--- src/rtl/sfd_pkg.sv ---
// Shared types and constants for the sliding-window frame detector.
`timescale 1ns / 1ps
package sfd_pkg;

  localparam int BYTE_W = 8;
  localparam int IDX_W  = 5;

  localparam logic [BYTE_W-1:0] HEADER_RESET = 8'hA5;

  typedef struct packed {
    logic [BYTE_W-1:0] frame_byte;
    logic [IDX_W-1:0]  byte_index;
    logic              last_byte;
  } out_item_t;

  // Read-port arbitration between the window tracker and the frame emitter.
  typedef struct packed {
    logic busy;
    logic rd_en;
  } emit_ctl_t;

endpackage

--- src/rtl/sfd_if.sv ---
// Valid/ready channel interfaces for received bytes and frame bytes.
`timescale 1ns / 1ps
interface sfd_rx_if;
  logic                       valid;
  logic                       ready;
  logic [sfd_pkg::BYTE_W-1:0] rx_byte;

  modport source (output valid, output rx_byte, input ready);
  modport sink (input valid, input rx_byte, output ready);
endinterface

interface sfd_frame_if;
  logic                       valid;
  logic                       ready;
  logic [sfd_pkg::BYTE_W-1:0] frame_byte;
  logic [sfd_pkg::IDX_W-1:0]  byte_index;
  logic                       last_byte;

  modport source (output valid, output frame_byte, output byte_index, output last_byte,
                  input ready);
  modport sink (input valid, input frame_byte, input byte_index, input last_byte,
                output ready);
endinterface

--- src/rtl/sliding_window_frame_detector.sv ---
// Top level of the sliding-window frame detector.
//
// Channels: rx (sink) takes one received byte per item; frame (source) gives
// frame bytes with byte_index and last_byte. wr_en/wr_data load the header
// byte; write it only while the block is idle.
// Every received byte enters a FRAME_LEN-byte window held in a RAM. A hit is
// an oldest byte equal to the header and a mod-256 sum of the oldest
// FRAME_LEN-1 bytes equal to the newest byte; a running sum decides it in the
// cycle the byte is accepted.
// Throughput: one byte per cycle while no frame is found. After a hit, rx is
// held off while the window is read out of the single RAM read port, oldest
// byte first, through the read address, RAM read data and output queue
// registers; then one byte per cycle while the frame receiver is ready.
// A stalled frame receiver slows the read-out through a two-entry output
// queue; nothing is lost, and rx stays held until all reads are issued.
// Reset: window reads as zeros, write pointer and running sum clear, header
// returns to 0xA5, queue empties.
`timescale 1ns / 1ps
module sliding_window_frame_detector #(
  parameter int FRAME_LEN = 22
) (
  input  logic                       clk,
  input  logic                       rst,
  sfd_rx_if.sink                     rx,
  sfd_frame_if.source                frame,
  input  logic                       wr_en,
  input  logic [sfd_pkg::BYTE_W-1:0] wr_data
);

  localparam int AW = $clog2(FRAME_LEN);

  logic [sfd_pkg::BYTE_W-1:0] header;
  logic                       acc;
  logic                       hit;
  logic [AW-1:0]              base;
  logic [AW-1:0]              rd_addr;
  logic [sfd_pkg::BYTE_W-1:0] rdata;
  sfd_pkg::emit_ctl_t         ctl;

  assign rx.ready = !ctl.busy;
  assign acc      = rx.valid && rx.ready;

  always_ff @(posedge clk) begin
    if (rst) begin
      header <= sfd_pkg::HEADER_RESET;
    end else if (wr_en) begin
      header <= wr_data;
    end
  end

  sfd_track #(
    .FRAME_LEN(FRAME_LEN),
    .AW       (AW)
  ) u_track (
    .clk      (clk),
    .rst      (rst),
    .header   (header),
    .acc      (acc),
    .rx_byte  (rx.rx_byte),
    .ctl      (ctl),
    .emit_addr(rd_addr),
    .hit      (hit),
    .base     (base),
    .rdata    (rdata)
  );

  sfd_emit #(
    .FRAME_LEN(FRAME_LEN),
    .AW       (AW)
  ) u_emit (
    .clk    (clk),
    .rst    (rst),
    .hit    (hit),
    .base   (base),
    .rdata  (rdata),
    .ctl    (ctl),
    .rd_addr(rd_addr),
    .frame  (frame)
  );

endmodule

--- src/rtl/sfd_ram.sv ---
// Generic single-write, single-read RAM with registered read data.
`timescale 1ns / 1ps
module sfd_ram #(
  parameter int WIDTH = 8,
  parameter int DEPTH = 22
) (
  input  logic                     clk,
  input  logic                     we,
  input  logic [$clog2(DEPTH)-1:0] waddr,
  input  logic [WIDTH-1:0]         wdata,
  input  logic [$clog2(DEPTH)-1:0] raddr,
  output logic [WIDTH-1:0]         rdata
);

  logic [WIDTH-1:0] mem [DEPTH];

  always_ff @(posedge clk) begin
    if (we) begin
      mem[waddr] <= wdata;
    end
    rdata <= mem[raddr];
  end

endmodule

--- src/rtl/sfd_track.sv ---
// Window store, write pointer, running sum and per-item frame check.
`timescale 1ns / 1ps
module sfd_track #(
  parameter int FRAME_LEN = 22,
  parameter int AW        = 5
) (
  input  logic                       clk,
  input  logic                       rst,
  input  logic [sfd_pkg::BYTE_W-1:0] header,
  input  logic                       acc,
  input  logic [sfd_pkg::BYTE_W-1:0] rx_byte,
  input  sfd_pkg::emit_ctl_t         ctl,
  input  logic [AW-1:0]              emit_addr,
  output logic                       hit,
  output logic [AW-1:0]              base,
  output logic [sfd_pkg::BYTE_W-1:0] rdata
);

  localparam logic [AW-1:0] LAST = AW'(FRAME_LEN - 1);

  logic [AW-1:0]              wp;
  logic [AW-1:0]              wp_p1;
  logic [AW-1:0]              wp_p2;
  logic [AW-1:0]              raddr;
  logic [sfd_pkg::BYTE_W-1:0] sum;
  logic [sfd_pkg::BYTE_W-1:0] oldest;
  logic [sfd_pkg::BYTE_W-1:0] second_reg;
  logic [sfd_pkg::BYTE_W-1:0] second;
  logic [sfd_pkg::BYTE_W-1:0] ram_q;
  logic                       pf_pending;
  logic [FRAME_LEN-1:0]       valid;
  logic                       valid_q;

  assign wp_p1 = (wp == LAST) ? '0 : wp + 1'b1;
  assign wp_p2 = (wp_p1 == LAST) ? '0 : wp_p1 + 1'b1;
  assign base  = wp_p1;

  // Prefetch the slot two ahead on each accept; the emitter owns the port while it issues reads.
  assign raddr = ctl.rd_en ? emit_addr : wp_p2;
  assign rdata = valid_q ? ram_q : '0;

  // oldest: slot wp (evicted next). second: slot wp+1 (oldest after the write).
  assign second = pf_pending ? rdata : second_reg;

  // Sum of the oldest FRAME_LEN-1 bytes after the write is sum - evicted.
  assign hit = acc && (second == header) && ((sum - oldest) == rx_byte);

  sfd_ram #(
    .WIDTH(sfd_pkg::BYTE_W),
    .DEPTH(FRAME_LEN)
  ) u_ram (
    .clk  (clk),
    .we   (acc),
    .waddr(wp),
    .wdata(rx_byte),
    .raddr(raddr),
    .rdata(ram_q)
  );

  always_ff @(posedge clk) begin
    valid_q <= valid[raddr];
    if (rst) begin
      wp         <= '0;
      sum        <= '0;
      oldest     <= '0;
      second_reg <= '0;
      pf_pending <= 1'b0;
      valid      <= '0;
    end else begin
      pf_pending <= acc;
      second_reg <= second;
      if (acc) begin
        wp         <= wp_p1;
        sum        <= sum + rx_byte - oldest;
        oldest     <= second;
        valid[wp]  <= 1'b1;
      end
    end
  end

endmodule

--- src/rtl/sfd_emit.sv ---
// Frame read-out sequencer with a two-entry output queue.
`timescale 1ns / 1ps
module sfd_emit #(
  parameter int FRAME_LEN = 22,
  parameter int AW        = 5
) (
  input  logic                       clk,
  input  logic                       rst,
  input  logic                       hit,
  input  logic [AW-1:0]              base,
  input  logic [sfd_pkg::BYTE_W-1:0] rdata,
  output sfd_pkg::emit_ctl_t         ctl,
  output logic [AW-1:0]              rd_addr,
  sfd_frame_if.source                frame
);

  localparam logic [AW-1:0] LAST = AW'(FRAME_LEN - 1);

  logic                       busy;
  logic [AW-1:0]              k;
  logic [AW+4:0]              k_ext;
  logic                       inflight;
  logic [sfd_pkg::IDX_W-1:0]  infl_idx;
  logic                       infl_last;
  sfd_pkg::out_item_t         q [2];
  logic                       head;
  logic [1:0]                 count;
  logic                       pop;
  logic                       issue;
  logic [2:0]                 held;

  assign k_ext = {5'b0, k};
  assign pop   = frame.valid && frame.ready;
  // A read issued now passes the RAM read register before it lands in the queue; keep room for it.
  assign held  = {1'b0, count} + {2'b0, inflight};
  assign issue = busy && (held <= ({2'b0, pop} + 3'd1));

  assign ctl.busy  = busy;
  assign ctl.rd_en = issue;

  assign frame.valid      = (count != 2'd0);
  assign frame.frame_byte = q[head].frame_byte;
  assign frame.byte_index = q[head].byte_index;
  assign frame.last_byte  = q[head].last_byte;

  always_ff @(posedge clk) begin
    if (inflight) begin
      q[head ^ count[0]] <= '{frame_byte: rdata, byte_index: infl_idx, last_byte: infl_last};
    end
    if (issue) begin
      infl_idx  <= k_ext[4:0];
      infl_last <= (k == LAST);
    end
    if (rst) begin
      busy     <= 1'b0;
      k        <= '0;
      rd_addr  <= '0;
      inflight <= 1'b0;
      head     <= 1'b0;
      count    <= '0;
    end else begin
      inflight <= issue;
      if (hit) begin
        busy    <= 1'b1;
        k       <= '0;
        rd_addr <= base;
      end else if (issue) begin
        k       <= k + 1'b1;
        rd_addr <= (rd_addr == LAST) ? '0 : rd_addr + 1'b1;
        if (k == LAST) begin
          busy <= 1'b0;
        end
      end
      if (pop) begin
        head <= ~head;
      end
      count <= count + {1'b0, inflight} - {1'b0, pop};
    end
  end

endmodule

--- src/flat_wrapper.sv ---
// flat-port wrapper written by rule: the top's interface ports become plain ports
module sliding_window_frame_detector_flat 
#(
  parameter int FRAME_LEN = 22
)
  (clk, rst, wr_en, wr_data, rx_valid, rx_rx_byte, rx_ready, frame_valid, frame_frame_byte, frame_byte_index, frame_last_byte, frame_ready);
  sfd_rx_if rx_i ();
  sfd_frame_if frame_i ();
  input  logic clk;
  input  logic rst;
  input  logic wr_en;
  input  logic [sfd_pkg::BYTE_W-1:0] wr_data;
  input wire logic [$bits(rx_i.valid)-1:0] rx_valid;
  input wire logic [$bits(rx_i.rx_byte)-1:0] rx_rx_byte;
  output wire logic [$bits(rx_i.ready)-1:0] rx_ready;
  output wire logic [$bits(frame_i.valid)-1:0] frame_valid;
  output wire logic [$bits(frame_i.frame_byte)-1:0] frame_frame_byte;
  output wire logic [$bits(frame_i.byte_index)-1:0] frame_byte_index;
  output wire logic [$bits(frame_i.last_byte)-1:0] frame_last_byte;
  input wire logic [$bits(frame_i.ready)-1:0] frame_ready;
  assign rx_i.valid = rx_valid;
  assign rx_i.rx_byte = rx_rx_byte;
  assign rx_ready = rx_i.ready;
  assign frame_valid = frame_i.valid;
  assign frame_frame_byte = frame_i.frame_byte;
  assign frame_byte_index = frame_i.byte_index;
  assign frame_last_byte = frame_i.last_byte;
  assign frame_i.ready = frame_ready;
  sliding_window_frame_detector #(.FRAME_LEN(FRAME_LEN)) u_core (.clk(clk), .rst(rst), .rx(rx_i), .frame(frame_i), .wr_en(wr_en), .wr_data(wr_data));
endmodule
--- config.mk ---
export PLATFORM = sky130hd
export DESIGN_NAME = sliding_window_frame_detector_flat
export DESIGN_NICKNAME = d
export VERILOG_FILES = /design/src/rtl/sfd_pkg.sv /design/src/rtl/sfd_if.sv /design/src/rtl/sliding_window_frame_detector.sv /design/src/rtl/sfd_ram.sv /design/src/rtl/sfd_track.sv /design/src/rtl/sfd_emit.sv /design/src/flat_wrapper.sv
export SDC_FILE = /design/constraint.sdc
export NUM_CORES = 1
export LEC_CHECK = 0
export BUFFER_PORTS_ARGS = -buffer_cell sky130_fd_sc_hd__buf_2
export CORE_MARGIN = 2
export CORE_UTILIZATION = 56
export CTS_CLUSTER_DIAMETER = 30
export CTS_CLUSTER_SIZE = 12
export DETAILED_ROUTE_END_ITERATION = 10
export PLACE_DENSITY = 0.86
export SETUP_SLACK_MARGIN = 0.5
export SLEW_MARGIN = 20
export SYNTH_ARGS = -nofsm -noshare
export SYNTH_HDL_FRONTEND = slang
export SYNTH_HIERARCHICAL = 1
export SYNTH_SLANG_ARGS = --single-unit
--- constraint.sdc ---
create_clock -name clk -period 4.4 [get_ports clk]
set_input_delay 0.88 -clock clk [delete_from_list [all_inputs] [get_ports clk]]
set_output_delay 0.88 -clock clk [all_outputs]
set_load 0.05 [all_outputs]
==> summary.txt, run 1 <==
Status: finished clean
CP Launch Type: flop
TritonCTS clock tree: yes
Die Y: 157 µm
Port Buf Inserts: 36
All-Layer GR Usage: 24.9%
Synth Area per Inst: 13.8 µm²
WP data required: 4.82 ns
Die Wd: 157 µm
Post-Synthesis Cells: 948
Post-route ant nets: 0
Root Driver: clkbuf_16
Worst setup endpoint: u_core/u_track/u_ram/rdata[5]
Top Family by Delay on Critical Path: adder cells
Min-Delay Path Class: reg2reg
# diodes: 0
Total power: 7960 µW
Pin count of the biggest net entering global routing: 40
Worst path arrival time: 4.24 ns
Clk Latency, worst-skew pair: 0.54 ns
Max VDD drop: 316 µV
Htree depth: 2
Fmax: 262 MHz
Post-synth EDFFs: 210
Number of flip-flops in the largest register: 176
1st-pass router iterations: 5
Max-cap violations: 0
Max_slew headroom: 23.4%
Commonest non-fill, non-tap cell in the layout: edfxtp_1
P_leak: 0.00549 µW
Final Util: 66.6%
Reg-to-Reg Start: u_core/u_emit/inflight
CP Capture Type: flop
Yosys cell types: 81
Syn nets: 1006
Crit-path slowest cell: fa_2
Tcrit/Tclk final: 86.6%
Final slew viol count: 0
Initial antenna violation count: 0
Hold slack final: 0.463 ns
Critical-path maximum fanout: 16
Overflow after GRT: 0
Flop2flop setup slack: 0.59 ns
Asr flop ratio synth: 0%
Core area: 22800 µm²
Initial DRC Count: 915
Number of synthesized register bits: 295
Largest stage delay, worst path: 0.52 ns
Crit path cell chain: ha_1 > inv_1 > fa_2 > and4bb_4 > nor2_4 > inv_4 > nor2_1 > a2bb2oi_4 > buf_4 > clkbuf_16 > mux4_2 > mux2i_1 > a211oi_1 > a31o_1
Fill cells: 1457
Layout Area Growth over Synthesis: 16.2%
First-pass GRT wire length: 46200 µm
RSZ-0062 raised after global routing: no
Largest reg by FF count: u_core/u_track/u_ram/mem
Predominant post-synthesis flop cell: edfxtp_1
Vias in the first global route: 8308
Layout cells sized above 1: 20.8%
# DRC: 0
CTS Buf Count: 44
Synthesized area: 13000 µm²
Routed len/inst: 22.4 µm
Via count: 8430
Worst Setup SP: u_core/u_emit/inflight
Routed wire length: 30300 µm
Critical path class: reg2reg
Worst-margin pin slew: 1.14 ns
R2r worst-path depth: 14
CTS Buffer Depth: 3
GPL Wtd Cong: 0.848
Tmin final: 3.81 ns
Hpwl dp: 18400 µm
Register area share after synthesis: 61.4%
Global-route track usage on met2: 41.5%
Final Skew: 0.0132 ns
Die area: 24500 µm²
CTS Sinks: 295
Most frequent cells in the layout: edfxtp_1, nor2_1, dfxtp_1, inv_1, mux2i_1
Vias/cell: 6.22
Final Hold Vio Count: 0
Reg2reg end: u_core/u_track/u_ram/rdata[5]
Most used routing layer: met2
TNS Setup: 0 ns
Yosys warnings: 6
Final setup viols: 0
# rows: 55
Met3 usage: 4.68%
Nets@finish: 1066
# IOs: 37
# hold bufs at CTS: 0
Pwr/cell area: 525 nW/µm²
GR Layer Usage met1: 32.4%
Buf/Inv on CP: 4
CTS clk-pin slew, worst paths: 0.06 ns
Starting density of the core: 57.3%
Critical path depth in cells: 14
[cell families (layout without fill, tap and decap cells)]
| logic type | count (synthesis) | in the layout | synth area share [%] |
|---|---|---|---|
| XOR/XNOR | 31 | 31 | 2.20 |
| flip-flops | 295 | 295 | 61.4 |
| buffers and inverters | 109 | 204 | 3.87 |
| AND/OR/NAND/NOR | 218 | 218 | 8.39 |
| AO/OA/AOI/OAI | 150 | 150 | 8.57 |
| multiplexers | 108 | 108 | 11.5 |
| adder cells (fa/ha/maj) | 37 | 37 | 4.07 |
[synthesized netlist by cell type (10+ instances only)]
library cell,n,area [µm²]
ha_1,28,350
clkbuf_1,19,71.3
nand2_1,28,105
nand3_1,12,60.1
mux2i_1,58,581
nor3_1,11,55.1
o21ai_0,12,60.1
mux2_2,18,203
dfxtp_1,85,1700
and2_1,15,93.8
mux4_2,32,721
edfxtp_1,210,6310
buf_2,12,60.1
a21oi_1,34,170
nor2_1,95,357
nor2b_1,13,81.3
a22oi_1,10,75.1
xor2_1,11,96.3
a211oi_1,22,165
inv_1,60,225
xnor2_1,18,158
[layout make-up]
class                      instances  area [µm²]  area share, %
sequential                       295        8010           52.8
tap                              313         392           2.58
multi-input combinational        544        4560           30.1
inverter                          63         249           1.64
clock inverter                    29         317           2.09
clock buffer                      52        1210           8.01
timing repair buffer              60         415           2.74
[where the power goes]
group | switching [µW] | internal [µW] | leakage (µW) | total (µW)
combinational | 722 | 525 | 0.00211 | 1250
clock | 1270 | 2290 | 0.000757 | 3560
sequential | 71.0 | 3080 | 0.00262 | 3150
[per-layer routing]
layer / part of all wire, % / vias up
li1: - / 3653
met3: 9.0 / 90
met2: 49 / 501
met4: 4.0 / 0
met1: 38 / 4186
met5: 0 / -
[tightest hold or removal path, cell delays in order, from the launching register on]
cell	delay, ns
dfxtp_1	0.32
a21oi_1	0.04
nor2_1	0.07
[per-stage QoR]
step | setup slack (ns) | instances | cell area, µm²
CTS | 0.558 | 1354 | 15100
detailed placement | 0.204 | 1273 | 13600
global placement | 0.244 | 1273 | 13600
finish | 0.588 | 1356 | 15200
floorplan | 0.343 | 948 | 13100
global route | 0.512 | 1356 | 15200
[worst min-delay path by stage]
stage                     cells past startpoint  slack [ns]                      start                        to
after global placement                        0        0.43  u_core/u_emit/infl_idx[3]     u_core/u_emit/q[0][4]
after CTS                                     0        0.46  u_core/u_emit/infl_idx[3]     u_core/u_emit/q[0][4]
after detailed placement                      0        0.45  u_core/u_emit/infl_idx[3]     u_core/u_emit/q[0][4]
after floorplan                               0        0.42    u_core/u_emit/infl_last     u_core/u_emit/q[0][0]
after global routing                          0        0.49  u_core/u_emit/infl_idx[2]     u_core/u_emit/q[0][3]
final                                         2        0.46   u_core/u_track/valid[11]  u_core/u_track/valid[11]
[timing repair]
action                                 CTS  global route
buffers inserted                         0             1
endpoints found under the hold margin    0             0
gates resized for setup                  0             3
setup endpoints to repair                0             8
Power figures use the tool's default switching activity.
==> run 2, diff against run 1 <==
Settings changed: CORE_UTILIZATION 56 to 25, PLACE_DENSITY 0.86 to 0.5.
==> summary.txt, run 2 (synthesis results as in run 1) <==
Status: finished clean
Min-Delay Path Class: reg2reg
All-Layer GR Usage: 11.0%
Final slew viol count: 0
Vias/cell: 4.46
Pwr/cell area: 536 nW/µm²
Initial DRC Count: 470
Crit-path slowest cell: fa_2
Max-cap violations: 0
Worst path arrival time: 4.08 ns
Max_slew headroom: 38.5%
Core area: 51400 µm²
Htree depth: 2
Starting density of the core: 25.4%
Critical path class: reg2reg
Die area: 54000 µm²
Worst hold path depth: 0
Worst-margin pin slew: 0.920 ns
CTS Sinks: 295
Fmax: 275 MHz
Clk Latency, worst-skew pair: 0.57 ns
Critical-path maximum fanout: 16
Hpwl dp: 20300 µm
P_sw: 2190 µW
CTS Buffer Depth: 3
Die Y: 232 µm
Cell-internal power: 6400 µW
GPL Wtd Cong: 0.757
# rows: 83
1st-pass router iterations: 5
Vias in the first global route: 7942
Layout Area Growth over Synthesis: 22.9%
First-pass GRT wire length: 46400 µm
Pin count of the biggest net entering global routing: 39
Largest stage delay, worst path: 0.51 ns
Commonest non-fill, non-tap cell in the layout: edfxtp_1
Largest reg by FF count: u_core/u_track/u_ram/mem
Crit path cell chain: ha_1 > inv_1 > fa_2 > and4bb_4 > nor2_4 > inv_4 > nor2_1 > a2bb2oi_4 > buf_4 > clkbuf_16 > mux4_2 > o22ai_1 > a211oi_1 > a31o_1
Register area: 8010 µm²
Initial antenna violation count: 0
Buf/Inv on CP: 4
Top Family by Delay on Critical Path: adder cells
Overflow after GRT: 0
Final Util: 31.2%
Most frequent cells in the layout: edfxtp_1, nor2_1, dfxtp_1, clkbuf_16, inv_1
CP Capture Type: flop
Logic pwr share: 13.8%
Final Skew: 0.0196 ns
TritonCTS clock tree: yes
# IOs: 37
P_leak: 0.00564 µW
Via count: 7819
Post-route ant nets: 0
# DRC: 0
Routed wire length: 29500 µm
CP Launch Type: flop
Fill cells: 5083
Root Driver: clkbuf_16
Max VDD drop: 271 µV
TNS Setup: 0 ns
Layout cells sized above 1: 22.4%
Number of flip-flops in the largest register: 176
# hold bufs at CTS: 0
Tmin final: 3.63 ns
CTS clk-pin slew, worst paths: 0.05 ns
Critical path depth in cells: 14
Tcrit/Tclk final: 82.5%
Placed insts: 1639
Switch share: 25.5%
Routed len/inst: 16.8 µm
Final setup viols: 0
Final Hold Vio Count: 0
Sequential power share: 36.7%
Port Buf Inserts: 36
WP data required: 4.85 ns
Clock share of power: 49.5%
CTS Buf Count: 58
Multi-input logic area: 4570 µm²
Nets@finish: 1079
Post-Layout Cell Count: 1752
Die Wd: 232 µm
RSZ-0062 raised after global routing: no
R2r worst-path depth: 14
[run 2: repair_timing]
action | CTS | global route
resized for setup | 0 | 5
setup endpoints to repair | 0 | 9
buffers inserted | 0 | 1
[run 2: layout make-up]
type | count | area share, %
clock buffer | 65 | 9.28
timing repair buffer | 59 | 2.55
clock inverter | 45 | 2.80
multi-input combinational | 544 | 28.5
inverter | 63 | 1.55
tap | 680 | 5.31
sequential | 295 | 50.0
antenna | 1 | 0.0156
[run 2: stage by stage]
step / instance area [µm²] / setup WS [ns] / hold WS [ns] / total power, µW
after floorplan: 13100 / 0.343 / 0.421 / 4070
after global placement: 14000 / 0.193 / 0.427 / 4380
after detailed placement: 14000 / 0.154 / 0.450 / 4390
after CTS: 16000 / 0.562 / 0.457 / 8680
after global routing: 16000 / 0.539 / 0.463 / 8970
final: 16000 / 0.770 / 0.451 / 8590
[run 2: path summary, 6_finish.rpt]
kind	slack (ns)	start	end
max reg2reg	0.77	u_core/u_emit/inflight	u_core/u_track/u_ram/rdata[6]
max	0.77	u_core/u_emit/inflight	u_core/u_track/u_ram/rdata[6]
min	0.45	u_core/u_emit/infl_idx[2]	u_core/u_emit/q[1][3]
min reg2reg	0.45	u_core/u_emit/infl_idx[2]	u_core/u_emit/q[1][3]
[run 2: worst register-to-register path: cells and delay by family (launching register included)]
kind / cells / cell delay (ns)
buf+inv: 4 / 0.64
mux: 1 / 0.51
compound gates: 4 / 0.68
flops: 1 / 0.39
fa+ha+maj: 2 / 0.71
simple gates: 3 / 0.59
[run 2: metal layers]
metal  wire [µm]  global-route usage, %  part of all wire (%)  up-vias
li1            -                      -                     -     3702
met1       13600                   14.6                    46     3908
met2       14200                   18.3                    48      168
met3        1100                   1.94                   3.7       41
met4         635                   3.65                   2.2        0
met5           0                      0                     0        -
[run 2: power groups by stage]
stage | clock, µW | sequential, µW | combinational (µW)
5_1_grt | 4480 | 3160 | 1330
3_5_place_dp | 0 | 3210 | 1190
4_1_cts | 4340 | 3150 | 1190
2_1_floorplan | 0 | 3170 | 893
6_report | 4250 | 3150 | 1190
3_3_place_gp | 0 | 3210 | 1170
==> run 3, diff against run 2 <==
Settings changed: PLACE_DENSITY 0.5 to 0.49.
Clock period 4.4 ns to 3.8 ns, I/O delays scaled along.
==> summary.txt, run 3 (synthesis results as in run 1) <==
Status: finished clean
Clk Latency, worst-skew pair: 0.57 ns
CTS Buf Count: 73
P_leak: 0.00633 µW
Pin count of the biggest net entering global routing: 40
Total power: 11500 µW
First-pass GRT wire length: 48500 µm
Worst hold path depth: 2
# DRC: 0
TNS Setup: 0 ns
# IOs: 37
CTS Sinks: 295
Worst setup endpoint: u_core/u_track/u_ram/rdata[6]
Final slew viol count: 0
Final Skew: 0.0234 ns
Worst-margin pin slew: 0.774 ns
Reg-to-Reg Start: u_core/u_emit/count[0]
Min-Delay Path Class: in2reg
Die area: 54000 µm²
1st-pass router iterations: 5
Final setup viols: 0
Critical path class: reg2reg
TritonCTS clock tree: yes
CTS clk-pin slew, worst paths: 0.04 ns
Most frequent cells in the layout: edfxtp_1, nor2_1, dfxtp_1, clkbuf_16, buf_4
Dpl cell area: 14300 µm²
Post-route ant nets: 0
# diodes: 0
Flop2flop setup slack: 0.47 ns
Fmax: 300 MHz
Tmin final: 3.33 ns
Pwr/cell area: 664 nW/µm²
Starting density of the core: 25.4%
Number of flip-flops in the largest register: 176
Vias in the first global route: 8408
CP Capture Type: flop
RSZ-0062 raised after global routing: yes
Nets@finish: 1150
Htree depth: 3
Commonest non-fill, non-tap cell in the layout: edfxtp_1
Post-Layout Cell Count: 1831
Worst Setup SP: u_core/u_emit/count[0]
CTS Buffer Depth: 3
Placed insts: 1676
Tcrit/Tclk final: 87.6%
Design area: 17400 µm²
Hpwl dp: 20800 µm
Largest reg by FF count: u_core/u_track/u_ram/mem
Layout cells sized above 1: 29.6%
All-Layer GR Usage: 11.7%
Critical-path maximum fanout: 8
R2r worst-path depth: 14
Overflow after GRT: 0
Max_slew headroom: 48.2%
Worst path arrival time: 3.79 ns
Root Driver: clkbuf_16
WP data required: 4.26 ns
Max VDD drop: 363 µV
Final Hold Vio Count: 0
Reg2reg end: u_core/u_track/u_ram/rdata[6]
Routed wire length: 31000 µm
# rows: 83
Via count: 8120
CP Launch Type: flop
Max-cap violations: 0
Die Wd: 232 µm
Initial DRC Count: 477
Vias/cell: 4.43
GPL Wtd Cong: 0.739
Die Y: 232 µm
Port Buf Inserts: 36
Routed len/inst: 16.9 µm
Initial antenna violation count: 4
Core area: 51400 µm²
Layout Area Growth over Synthesis: 33.0%
# hold bufs at CTS: 0
run 3: repair_timing:
| item | 4_1_cts | 5_1_grt |
|---|---|---|
| endpoints found under the hold margin | 0 | 0 |
| endpoints found under the setup margin | 20 | 15 |
| cloned | 4 | 0 |
| buffers inserted | 12 | 5 |
| pin swaps | 14 | 17 |
| gates resized for setup | 21 | 26 |
run 3: worst min-delay path by stage:
stage	start	endpoint	slack, ns
2_1_floorplan	u_core/u_emit/infl_last	u_core/u_emit/q[0][0]	0.42
3_3_place_gp	u_core/u_emit/infl_idx[3]	u_core/u_emit/q[0][4]	0.43
3_5_place_dp	u_core/u_emit/infl_idx[3]	u_core/u_emit/q[0][4]	0.43
4_1_cts	wr_data[7]	u_core/header[7]	0.37
5_1_grt	wr_data[5]	u_core/header[5]	0.38
6_report	wr_data[5]	u_core/header[5]	0.41
run 3: report_power, final:
| part | switching [µW] | internal [µW] | total (µW) |
|---|---|---|---|
| Sequential | 72.5 | 3580 | 3650 |
| Combinational | 832 | 686 | 1520 |
| Clock | 1860 | 4490 | 6350 |
run 3: worst max-delay path, cell delays in order, from the launching register on:
cell,delay [ns]
dfxtp_4,0.38
ha_4,0.14
inv_2,0.04
fa_2,0.56
and4bb_2,0.28
nor2_4,0.14
inv_4,0.06
inv_8,0.05
a2bb2oi_4,0.27
buf_12,0.16
buf_16,0.14
mux4_2,0.54
mux2i_4,0.18
a211oi_2,0.10
a31o_1,0.19
run 3: final cells by class:
cell class,count,area [µm²]
inverter,63,249
clock inverter,43,556
sequential,295,8020
timing repair buffer,115,948
clock buffer,91,2020
tap,680,851
fill,4996,34100
multi-input combinational,544,4710
run 3: layer usage:
| metal | GRT usage [%] | wire [µm] | up-vias | part of all wire, % |
|---|---|---|---|---|
| met5 | 0 | 0 | - | 0 |
| met4 | 5.29 | 742 | 0 | 2.4 |
| met2 | 19.1 | 14900 | 184 | 48 |
| li1 | - | - | 3848 | - |
| met3 | 2.61 | 1480 | 47 | 4.8 |
| met1 | 14.9 | 13800 | 4041 | 45 |
run 3: stage by stage:
step,setup slack [ns],hold WS [ns],utilization [%]
6_report,0.470,0.405,33.8
5_1_grt,0.336,0.385,33.8
4_1_cts,0.406,0.370,33.5
3_5_place_dp,-0.0232,0.434,27.9
3_3_place_gp,0.0142,0.430,27.9
2_1_floorplan,-0.137,0.421,-
